[config.mk]
export PLATFORM = sky130hd
export DESIGN_NAME = multi_channel_alarm_timer_unit_flat
export DESIGN_NICKNAME = d
export VERILOG_FILES = /design/src/sv/mcat_pkg.sv /design/src/sv/mcat_req_if.sv /design/src/sv/mcat_res_if.sv /design/src/sv/multi_channel_alarm_timer_unit.sv /design/src/sv/mcat_front.sv /design/src/sv/mcat_queue.sv /design/src/sv/mcat_back.sv /design/src/flat_wrapper.sv
export SDC_FILE = /design/constraint.sdc
export NUM_CORES = 2
export LEC_CHECK = 0
export ABC_AREA = 1
export BUFFER_PORTS_ARGS = -buffer_cell sky130_fd_sc_hd__buf_4
export CAP_MARGIN = 15
export CORE_MARGIN = 2
export CORE_UTILIZATION = 50
export DETAILED_ROUTE_END_ITERATION = 12
export PLACE_DENSITY = 0.67
export RECOVER_POWER = 50
export SLEW_MARGIN = 20
export SYNTH_ARGS = -nofsm -noshare
export SYNTH_HDL_FRONTEND = slang
export SYNTH_SLANG_ARGS = --single-unit
[constraint.sdc]
create_clock -name clk -period 7.9 [get_ports clk]
set_input_delay 0.395 -clock clk [delete_from_list [all_inputs] [get_ports clk]]
set_output_delay 0.395 -clock clk [all_outputs]
set_load 0.05 [all_outputs]
[src/sv/mcat_pkg.sv]
// package for the multi-channel alarm timer
// types, constants and request codes shared by all timer modules
package mcat_pkg;

  localparam int NUM_CHANNELS = 4;
  localparam int CH_W = (NUM_CHANNELS > 1) ? $clog2(NUM_CHANNELS) : 1;
  localparam int QUEUE_DEPTH = 4;
  localparam int QPTR_W = $clog2(QUEUE_DEPTH);

  localparam logic [31:0] DUE_OFF = 32'hffff_ffff;
  localparam logic [7:0] TICK_PERIOD_RESET = 8'd16;

  localparam int APB_ADDR_W = 2;
  localparam logic [APB_ADDR_W-1:0] ADDR_TICK_PERIOD = '0;

  localparam logic KIND_FIRED = 1'b0;
  localparam logic KIND_ACK = 1'b1;

  typedef enum logic [2:0] {
    REQ_TICK       = 3'd0,
    REQ_ARM        = 3'd1,
    REQ_DISARM     = 3'd2,
    REQ_DISARM_ALL = 3'd3,
    REQ_MARK       = 3'd4,
    REQ_QUERY      = 3'd5
  } req_type_t;

  typedef struct packed {
    logic                    kind;
    logic [NUM_CHANNELS-1:0] fire_mask;
    logic [1:0]              channel;
    logic                    is_due;
    logic [31:0]             ticks;
    logic [31:0]             elapsed;
  } job_t;

endpackage

[src/sv/mcat_req_if.sv]
// request channel of the alarm timer
// valid/ready handshake with the request fields, no dependencies
interface mcat_req_if;
  logic        valid;
  logic        ready;
  logic [2:0]  req_type;
  logic [1:0]  channel;
  logic [31:0] delay_ticks;
  logic [31:0] reload_ticks;

  modport source (output valid, req_type, channel, delay_ticks, reload_ticks, input ready);
  modport sink (input valid, req_type, channel, delay_ticks, reload_ticks, output ready);
endinterface

[src/sv/mcat_res_if.sv]
// result channel of the alarm timer
// valid/ready handshake with the result fields, no dependencies
interface mcat_res_if;
  logic        valid;
  logic        ready;
  logic        kind;
  logic [1:0]  fired_channel;
  logic        is_due;
  logic [31:0] tick_ms;
  logic [31:0] elapsed_ms;
  logic        is_last;

  modport source (output valid, kind, fired_channel, is_due, tick_ms, elapsed_ms, is_last,
                  input ready);
  modport sink (input valid, kind, fired_channel, is_due, tick_ms, elapsed_ms, is_last,
                output ready);
endinterface

[src/sv/multi_channel_alarm_timer_unit.sv]
// multi-channel alarm timer, top level: front end, job queue, back end, config port
// a job passes the job queue, then the current and output registers of the back end
// throughput: one request per cycle unless the queue is full; a result per fired channel
// the front end stalls only when the four-entry job queue is full
// reset (rst, synchronous): count, start mark and reloads zero, channels off, period 16
module multi_channel_alarm_timer_unit import mcat_pkg::*; (
  input  logic                  clk,
  input  logic                  rst,
  mcat_req_if.sink              req,
  mcat_res_if.source            res,
  input  logic                  psel,
  input  logic                  penable,
  input  logic                  pwrite,
  input  logic [APB_ADDR_W-1:0] paddr,
  input  logic [31:0]           pwdata,
  output logic [31:0]           prdata,
  output logic                  pready
);

  logic [7:0] tick_period;
  logic       q_push;
  job_t       q_push_job;
  logic       q_full;
  logic       q_pop;
  logic       q_head_valid;
  job_t       q_head_job;

  assign pready = 1'b1;
  assign prdata = (paddr == ADDR_TICK_PERIOD) ? {24'd0, tick_period} : '0;

  always_ff @(posedge clk) begin
    if (rst) begin
      tick_period <= TICK_PERIOD_RESET;
    end else if (psel && penable && pwrite && pready && (paddr == ADDR_TICK_PERIOD)) begin
      tick_period <= pwdata[7:0];
    end
  end

  mcat_front u_front (
    .clk  (clk),
    .rst  (rst),
    .req  (req),
    .full (q_full),
    .push (q_push),
    .job  (q_push_job)
  );

  mcat_queue u_queue (
    .clk        (clk),
    .rst        (rst),
    .push       (q_push),
    .push_job   (q_push_job),
    .full       (q_full),
    .pop        (q_pop),
    .head_valid (q_head_valid),
    .head_job   (q_head_job)
  );

  mcat_back u_back (
    .clk         (clk),
    .rst         (rst),
    .tick_period (tick_period),
    .head_valid  (q_head_valid),
    .head_job    (q_head_job),
    .pop         (q_pop),
    .res         (res)
  );

  a_no_push_when_full: assert property (@(posedge clk) disable iff (rst)
    q_push |-> !q_full)
    else $error("job pushed into full queue");

  a_ack_is_last: assert property (@(posedge clk) disable iff (rst)
    (res.valid && res.kind == KIND_ACK) |-> res.is_last)
    else $error("acknowledgment not marked last");

  a_fired_not_due: assert property (@(posedge clk) disable iff (rst)
    (res.valid && res.kind == KIND_FIRED) |-> !res.is_due)
    else $error("fired result carries due flag");

  a_pop_needs_head: assert property (@(posedge clk) disable iff (rst)
    q_pop |-> q_head_valid)
    else $error("pop from empty queue");

endmodule

[src/sv/mcat_front.sv]
// front end: accepts requests, updates counter and channel state, builds jobs
// depends on mcat_pkg and mcat_req_if
module mcat_front import mcat_pkg::*; (
  input  logic       clk,
  input  logic       rst,
  mcat_req_if.sink   req,
  input  logic       full,
  output logic       push,
  output job_t       job
);

  logic [31:0] tick_count, tick_count_next;
  logic [31:0] elapsed, elapsed_next;
  logic [31:0] due [NUM_CHANNELS];
  logic [31:0] due_next [NUM_CHANNELS];
  logic [31:0] reload [NUM_CHANNELS];
  logic [31:0] reload_next [NUM_CHANNELS];
  logic [NUM_CHANNELS-1:0] sel;
  logic [NUM_CHANNELS-1:0] fire;
  logic        accept;
  logic        query_due;

  assign req.ready = !full;
  assign accept = req.valid && req.ready;

  always_comb begin
    for (int i = 0; i < NUM_CHANNELS; i++) begin
      sel[i] = (int'(req.channel) == i);
    end
  end

  always_comb begin
    tick_count_next = tick_count;
    elapsed_next = elapsed;
    fire = '0;
    query_due = 1'b0;
    push = 1'b0;
    for (int i = 0; i < NUM_CHANNELS; i++) begin
      due_next[i] = due[i];
      reload_next[i] = reload[i];
    end
    if (accept) begin
      case (req_type_t'(req.req_type))
        REQ_TICK: begin
          tick_count_next = tick_count + 32'd1;
          elapsed_next = elapsed + 32'd1;
          // due < count + 1 without the carry chain through the increment
          for (int i = 0; i < NUM_CHANNELS; i++) begin
            fire[i] = (due[i] <= tick_count) && (tick_count != DUE_OFF);
            if (fire[i]) begin
              due_next[i] = (reload[i] != '0) ? tick_count + reload[i] + 32'd1 : DUE_OFF;
            end
          end
          push = |fire;
        end
        REQ_ARM: begin
          for (int i = 0; i < NUM_CHANNELS; i++) begin
            if (sel[i]) begin
              due_next[i] = tick_count + req.delay_ticks;
              reload_next[i] = req.reload_ticks;
            end
          end
          push = 1'b1;
        end
        REQ_DISARM: begin
          for (int i = 0; i < NUM_CHANNELS; i++) begin
            if (sel[i]) begin
              due_next[i] = DUE_OFF;
              reload_next[i] = '0;
            end
          end
          push = 1'b1;
        end
        REQ_DISARM_ALL: begin
          for (int i = 0; i < NUM_CHANNELS; i++) begin
            due_next[i] = DUE_OFF;
            reload_next[i] = '0;
          end
          push = 1'b1;
        end
        REQ_MARK: begin
          elapsed_next = '0;
          push = 1'b1;
        end
        REQ_QUERY: begin
          for (int i = 0; i < NUM_CHANNELS; i++) begin
            if (sel[i] && (tick_count > due[i])) begin
              query_due = 1'b1;
            end
          end
          push = 1'b1;
        end
        default: begin
          push = 1'b0;
        end
      endcase
    end
  end

  always_comb begin
    job.kind = (req_type_t'(req.req_type) == REQ_TICK) ? KIND_FIRED : KIND_ACK;
    job.fire_mask = fire;
    job.channel = req.channel;
    job.is_due = query_due;
    job.ticks = tick_count_next;
    job.elapsed = elapsed_next;
  end

  always_ff @(posedge clk) begin
    if (rst) begin
      tick_count <= '0;
      elapsed <= '0;
      for (int i = 0; i < NUM_CHANNELS; i++) begin
        due[i] <= DUE_OFF;
        reload[i] <= '0;
      end
    end else begin
      tick_count <= tick_count_next;
      elapsed <= elapsed_next;
      for (int i = 0; i < NUM_CHANNELS; i++) begin
        due[i] <= due_next[i];
        reload[i] <= reload_next[i];
      end
    end
  end

endmodule

[src/sv/mcat_queue.sv]
// job queue between front and back end of the alarm timer
// depends on mcat_pkg
module mcat_queue import mcat_pkg::*; (
  input  logic clk,
  input  logic rst,
  input  logic push,
  input  job_t push_job,
  output logic full,
  input  logic pop,
  output logic head_valid,
  output job_t head_job
);

  job_t              mem [QUEUE_DEPTH];
  logic [QPTR_W-1:0] wr_ptr;
  logic [QPTR_W-1:0] rd_ptr;
  logic [QPTR_W:0]   count;
  logic              do_push;
  logic              do_pop;

  assign full = (count == (QPTR_W+1)'(QUEUE_DEPTH));
  assign head_valid = (count != '0);
  assign head_job = mem[rd_ptr];
  assign do_push = push && !full;
  assign do_pop = pop && head_valid;

  always_ff @(posedge clk) begin
    if (do_push) begin
      mem[wr_ptr] <= push_job;
    end
  end

  always_ff @(posedge clk) begin
    if (rst) begin
      wr_ptr <= '0;
      rd_ptr <= '0;
      count <= '0;
    end else begin
      if (do_push) begin
        wr_ptr <= wr_ptr + QPTR_W'(1);
      end
      if (do_pop) begin
        rd_ptr <= rd_ptr + QPTR_W'(1);
      end
      case ({do_push, do_pop})
        2'b10: count <= count + (QPTR_W+1)'(1);
        2'b01: count <= count - (QPTR_W+1)'(1);
        default: count <= count;
      endcase
    end
  end

endmodule

[src/sv/mcat_back.sv]
// back end: scales times to milliseconds, emits one result per fired channel or per acknowledgment
// depends on mcat_pkg and mcat_res_if
module mcat_back import mcat_pkg::*; (
  input  logic       clk,
  input  logic       rst,
  input  logic [7:0] tick_period,
  input  logic       head_valid,
  input  job_t       head_job,
  output logic       pop,
  mcat_res_if.source res
);

  logic                    cur_valid;
  logic                    cur_kind;
  logic [NUM_CHANNELS-1:0] cur_mask;
  logic [1:0]              cur_channel;
  logic                    cur_is_due;
  logic [31:0]             cur_tick_ms;
  logic [31:0]             cur_elapsed_ms;

  logic                    out_valid;
  logic                    out_kind;
  logic [1:0]              out_channel;
  logic                    out_is_due;
  logic [31:0]             out_tick_ms;
  logic [31:0]             out_elapsed_ms;
  logic                    out_last;

  logic [31:0]             tick_prod;
  logic [31:0]             elapsed_prod;
  logic [CH_W-1:0]         low_idx;
  logic [NUM_CHANNELS-1:0] mask_rest;
  logic                    cur_last;
  logic                    emit;

  assign tick_prod = head_job.ticks * {24'd0, tick_period};
  assign elapsed_prod = head_job.elapsed * {24'd0, tick_period};

  // lowest pending channel goes first
  always_comb begin
    low_idx = '0;
    for (int i = NUM_CHANNELS - 1; i >= 0; i--) begin
      if (cur_mask[i]) begin
        low_idx = CH_W'(i);
      end
    end
  end

  assign mask_rest = cur_mask & (cur_mask - NUM_CHANNELS'(1));
  assign cur_last = (cur_kind == KIND_ACK) || (mask_rest == '0);
  assign emit = cur_valid && (!out_valid || res.ready);
  assign pop = head_valid && (!cur_valid || (emit && cur_last));

  always_ff @(posedge clk) begin
    if (rst) begin
      cur_valid <= 1'b0;
      out_valid <= 1'b0;
    end else begin
      if (pop) begin
        cur_valid <= 1'b1;
      end else if (emit && cur_last) begin
        cur_valid <= 1'b0;
      end
      if (emit) begin
        out_valid <= 1'b1;
      end else if (res.ready) begin
        out_valid <= 1'b0;
      end
    end
  end

  always_ff @(posedge clk) begin
    if (pop) begin
      cur_kind <= head_job.kind;
      cur_mask <= head_job.fire_mask;
      cur_channel <= head_job.channel;
      cur_is_due <= head_job.is_due;
      cur_tick_ms <= tick_prod;
      cur_elapsed_ms <= elapsed_prod;
    end else if (emit) begin
      cur_mask <= mask_rest;
    end
    if (emit) begin
      out_kind <= cur_kind;
      out_channel <= (cur_kind == KIND_ACK) ? cur_channel : 2'(low_idx);
      out_is_due <= cur_is_due;
      out_tick_ms <= cur_tick_ms;
      out_elapsed_ms <= cur_elapsed_ms;
      out_last <= cur_last;
    end
  end

  assign res.valid = out_valid;
  assign res.kind = out_kind;
  assign res.fired_channel = out_channel;
  assign res.is_due = out_is_due;
  assign res.tick_ms = out_tick_ms;
  assign res.elapsed_ms = out_elapsed_ms;
  assign res.is_last = out_last;

endmodule

[src/flat_wrapper.sv]
// flat-port wrapper written by rule: the top's interface ports become plain ports
module multi_channel_alarm_timer_unit_flat import mcat_pkg::*;
  (clk, rst, psel, penable, pwrite, paddr, pwdata, prdata, pready, req_valid, req_req_type, req_channel, req_delay_ticks, req_reload_ticks, req_ready, res_valid, res_kind, res_fired_channel, res_is_due, res_tick_ms, res_elapsed_ms, res_is_last, res_ready);
  mcat_req_if req_i ();
  mcat_res_if res_i ();
  input  logic clk;
  input  logic rst;
  input  logic psel;
  input  logic penable;
  input  logic pwrite;
  input  logic [APB_ADDR_W-1:0] paddr;
  input  logic [31:0] pwdata;
  output logic [31:0] prdata;
  output logic pready;
  input wire logic [$bits(req_i.valid)-1:0] req_valid;
  input wire logic [$bits(req_i.req_type)-1:0] req_req_type;
  input wire logic [$bits(req_i.channel)-1:0] req_channel;
  input wire logic [$bits(req_i.delay_ticks)-1:0] req_delay_ticks;
  input wire logic [$bits(req_i.reload_ticks)-1:0] req_reload_ticks;
  output wire logic [$bits(req_i.ready)-1:0] req_ready;
  output wire logic [$bits(res_i.valid)-1:0] res_valid;
  output wire logic [$bits(res_i.kind)-1:0] res_kind;
  output wire logic [$bits(res_i.fired_channel)-1:0] res_fired_channel;
  output wire logic [$bits(res_i.is_due)-1:0] res_is_due;
  output wire logic [$bits(res_i.tick_ms)-1:0] res_tick_ms;
  output wire logic [$bits(res_i.elapsed_ms)-1:0] res_elapsed_ms;
  output wire logic [$bits(res_i.is_last)-1:0] res_is_last;
  input wire logic [$bits(res_i.ready)-1:0] res_ready;
  assign req_i.valid = req_valid;
  assign req_i.req_type = req_req_type;
  assign req_i.channel = req_channel;
  assign req_i.delay_ticks = req_delay_ticks;
  assign req_i.reload_ticks = req_reload_ticks;
  assign req_ready = req_i.ready;
  assign res_valid = res_i.valid;
  assign res_kind = res_i.kind;
  assign res_fired_channel = res_i.fired_channel;
  assign res_is_due = res_i.is_due;
  assign res_tick_ms = res_i.tick_ms;
  assign res_elapsed_ms = res_i.elapsed_ms;
  assign res_is_last = res_i.is_last;
  assign res_i.ready = res_ready;
  multi_channel_alarm_timer_unit u_core (.clk(clk), .rst(rst), .req(req_i), .res(res_i), .psel(psel), .penable(penable), .pwrite(pwrite), .paddr(paddr), .pwdata(pwdata), .prdata(prdata), .pready(pready));
endmodule
==> results summary <==
The signed area change from the synthesized netlist to the final layout came out at 9.56%. The startpoint kind of the worst setup timing path is a flip-flop. The starting DRC count in detailed routing came out at 4057. The number of gates resized after cts is 0. The number of distinct library cell variants in the gate-level netlist after synthesis is 60. In the routed layout, each cell is associated on average with a via count of 5.60. The headroom to the max-slew limit is -142%. The number of sinks driven by the clock tree came out at 768. The flow ran to the end, but the final reports show violations.

STA classifies the critical path endpoint as a flip-flop. Port buffering added 164 buffers. Summing over every cut layer, the via total after detailed routing is 49900. The floorplan step defined a die boundary enclosing 116000 um2. The top-area cell type share of the netlist area is 22.7%. The number of cells in the finished layout apart from fillers is 8905. The number of hold violations in the final report came to 0.

The share of the Yosys chip area taken by registers is 34.7%. For the pin with the worst max-slew slack, the measured transition is 3.61 ns. The clock passes through at most 3 buffers. The count of warnings emitted by yosys came out at 0. The largest fanout of any net on the critical path came out at 40.

TritonCTS built the clock tree. In the finished design, the share of the clock period the worst path needs comes to 85.5%. The endpoint identified for the worst register-to-register timing path is u_core.u_back.cur_tick_ms[28]. Setup repair after global routing left no endpoint under its margin. The highest layer touched by signal routing is met4. Measured along the x axis, the die boundary spans 341 um. The worst hold path begins at pwdata[1]. The critical path is of the flip-flop to flip-flop type. Of all flip-flops after synthesis, the portion carrying an async set or reset was 0%. In this run the standard cell core region covers 112000 um2. The overall fraction of global-route tracks in use came out at 31.8%.

The clock skew came out at 0.0400 ns. The worst hold path depth came out at 3. Summed over all layers, the global routing overflow is 0. The maximum resistive drop on vdd came out at 0.247 mV.

The number of global-route vias before repair came out at 48100. The H-tree depth came out at 3. Summed over all cells, the static leakage comes to 29.1 nW. The final design utilization is 55.2%.

The total CTS buffers is 87. The average wire length per cell after detail routing is 21.0 um. The cell row count is 123. The largest total area in the synthesized netlist belongs to edfxtp_1.

Data on the critical path arrives at its endpoint at 7.19 ns. The worst hold slack across all endpoints is 0.0662 ns. The final reports fail on max-capacitance violations, max-slew violations. The post-route netlist has 5.27% of its cells at a drive strength greater than 1.

The final routed DRC violation total came out at 0. The highest attainable clock frequency came out at 148 MHz. The count of final max-slew check failures came to 389. The path with the worst hold slack has its endpoint at u_core.tick_period[1].

The estimated wirelength of the detail-placed design is 139 mm. The post-route met1 wirelength is 74.6 mm. At the worst endpoint, the required time is 8.34 ns. The synthesized area divided by synthesized cell count is 7.85 um2. The slack of the worst reg-to-reg path is 1.14 ns.

The routed design could run at a clock period as short as 6.76 ns. The number of top-level pins came out at 214. The most frequent standard cell in the layout excluding fill and tap cells is nand2_1. The remaining antenna violation count came out at 0. The number of enable-type register cells in the synthesized netlist is 429. The mapped netlist covers 56700 um2. In the synthesized netlist the dominant register cell turns out to be edfxtp_1. The clock network latency to the later pin of the worst-skew pair came out at 0.71 ns. The initial antenna violation count is 1. Synthesis handed over a netlist of 7216 instances. The number of synthesized register bits is 768. Setup violations remaining at the end of the flow were counted as 0. The routed length on met2 is 87.4 mm. The initial standard-cell utilization of the core is 50.4%.

For this run, the post-layout net count is 8131. The number of iterations in the first detailed-routing pass came out at 6. The cell sitting at the root of the clock tree is a clkbuf_16. In the layout the commonest cells are nand2_1, inv_1, nor2_1. The path depth of the worst reg2reg path is 19. The register clock-pin slew on the reported worst setup and hold paths came out at 0.06 ns. The worst hold path belongs to the class input pin to flip-flop.

For this block, the routed nets add up to 187 mm of wire. The global-route wire length before repair came out at 283 mm. The routed length on met3 is 12.8 mm. Ranked by total cell area, the synthesized netlist is headed by edfxtp_1, dfxtp_1, fa_1, nand2_1, ha_1. The pin count of the biggest net entering global routing is 145. The instance count after placement with tap cells included came out at 8735. The power per standard cell area came out at 253 nW/um2. In the final timing run, aggregate negative setup slack is 0 ns. The max-cap violation count is 7. The die extent in y is 341 um. The weighted congestion at the end of routability-driven global placement is 0.962.
-- metrics by stage --
| stage | cell area, um2 | power, mW | setup WS [ns] |
|---|---|---|---|
| global route | 62100 | 16.6 | 0.765 |
| CTS | 62500 | 15.8 | 1.70 |
| finish | 62100 | 15.7 | 1.14 |
| global placement | 59400 | 11.5 | 1.78 |
| floorplan | 56800 | 9.70 | 2.40 |
| detailed placement | 59400 | 11.6 | 1.73 |
-- worst max-delay path by stage --
stage	cells past startpoint	end	startpoint	slack, ns
after CTS	19	u_core.u_back.cur_tick_ms[28]	flip-flop	1.70
after detailed placement	22	u_core.u_back.cur_tick_ms[30]	flip-flop	1.73
after floorplan	26	u_core.u_back.cur_tick_ms[30]	flip-flop	2.40
final	19	u_core.u_back.cur_tick_ms[28]	flip-flop	1.14
after global routing	19	u_core.u_back.cur_tick_ms[28]	flip-flop	0.77
after global placement	22	u_core.u_back.cur_tick_ms[30]	flip-flop	1.78
-- synthesized netlist by cell type, types with 5 or more instances --
master and count:
a211oi_1 6, a21boi_0 25, a21o_1 26, a21oi_1 565, a221oi_1 5, a31oi_1 21
a32o_1 16, and2_1 15, and3_1 12, buf_1 14, buf_2 24, buf_4 30
buf_6 10, clkbuf_1 167, dfxtp_1 339, edfxtp_1 429, fa_1 318, ha_1 370
inv_1 993, inv_2 12, nand2_1 1538, nand2_2 10, nand3_1 402, nand3b_1 12
nand4_1 78, nor2_1 848, nor2_2 9, nor3_1 67, nor4_1 53, o211ai_1 47
o21a_1 18, o21ai_0 476, o21ai_1 13, o21bai_1 42, o22ai_1 7, o31ai_1 5
or2_2 29, xnor2_1 44, xor2_1 85
-- worst max-delay path, stage by stage, from the launching register on --
cell,delay (ns)
dfxtp_1,0.31
inv_1,1.10
buf_4,0.38
buf_4,0.22
nand3_1,0.09
nand2_1,0.27
nor2_1,0.11
fa_1,0.57
fa_1,0.43
fa_1,0.53
fa_1,0.43
ha_1,0.40
nand2_1,0.16
nor4_1,0.42
nand2_1,0.09
o211ai_1,0.42
nand3_1,0.14
nand2_1,0.13
a21oi_1,0.09
xnor2_1,0.13
-- power breakdown --
group | total (mW) | switching, mW | leakage [nW] | internal [mW]
Sequential | 5.34 | 0.252 | 6.73 | 5.08
Combinational | 6.15 | 4.39 | 20.9 | 1.77
Clock | 4.20 | 1.80 | 1.45 | 2.40
Total | 15.7 | 6.44 | 29.1 | 9.25
-- cells by family after synthesis --
kind of cell | share of synthesized area (%)
compound gates | 12.4
simple gates | 22.7
buf+inv | 8.72
flops | 34.7
other cells | 0.0133
fa+ha+maj | 19.4
xor+xnor | 2.05
-- cell type report --
cell class,instances,area [um2]
diodes,1,2.50
clock buffers,109,2380
clock inverters,51,609
fillers,10600,50400
inverters,1012,3810
multi-input cells,5214,32100
flip-flops and latches,768,19700
well taps,1500,1880
repair buffers,250,1650
-- routing by layer --
| metal | vias up | track usage (%) |
|---|---|---|
| li1 | 23900 | - |
| met5 | - | 0 |
| met1 | 23800 | 39.3 |
| met2 | 1796 | 53.3 |
| met3 | 426 | 4.95 |
| met4 | 0 | 17.3 |
-- sequential cells by signal, indices dropped and copies added (netlist names), 2 cells and up, named ones only --
signal                           cells
u_core.u_queue.mem                 288
u_core.u_front.due                 128
u_core.u_front.reload              128
u_core.u_back.cur_elapsed_ms        32
u_core.u_back.cur_tick_ms           32
u_core.u_back.res.elapsed_ms        32
u_core.u_back.res.tick_ms           32
u_core.u_front.elapsed              32
u_core.u_front.tick_count           32
u_core.tick_period                   8
u_core.u_back.cur_mask               4
u_core.u_queue.count                 3
u_core.u_back.cur_channel            2
u_core.u_back.res.fired_channel      2
u_core.u_queue.rd_ptr                2
u_core.u_queue.wr_ptr                2
-- timing repair --
item                                   CTS  global route
hold buffers                             8             0
setup buffers                            0             0
endpoints found under the hold margin   14             0
Power figures use the tool's default switching activity.
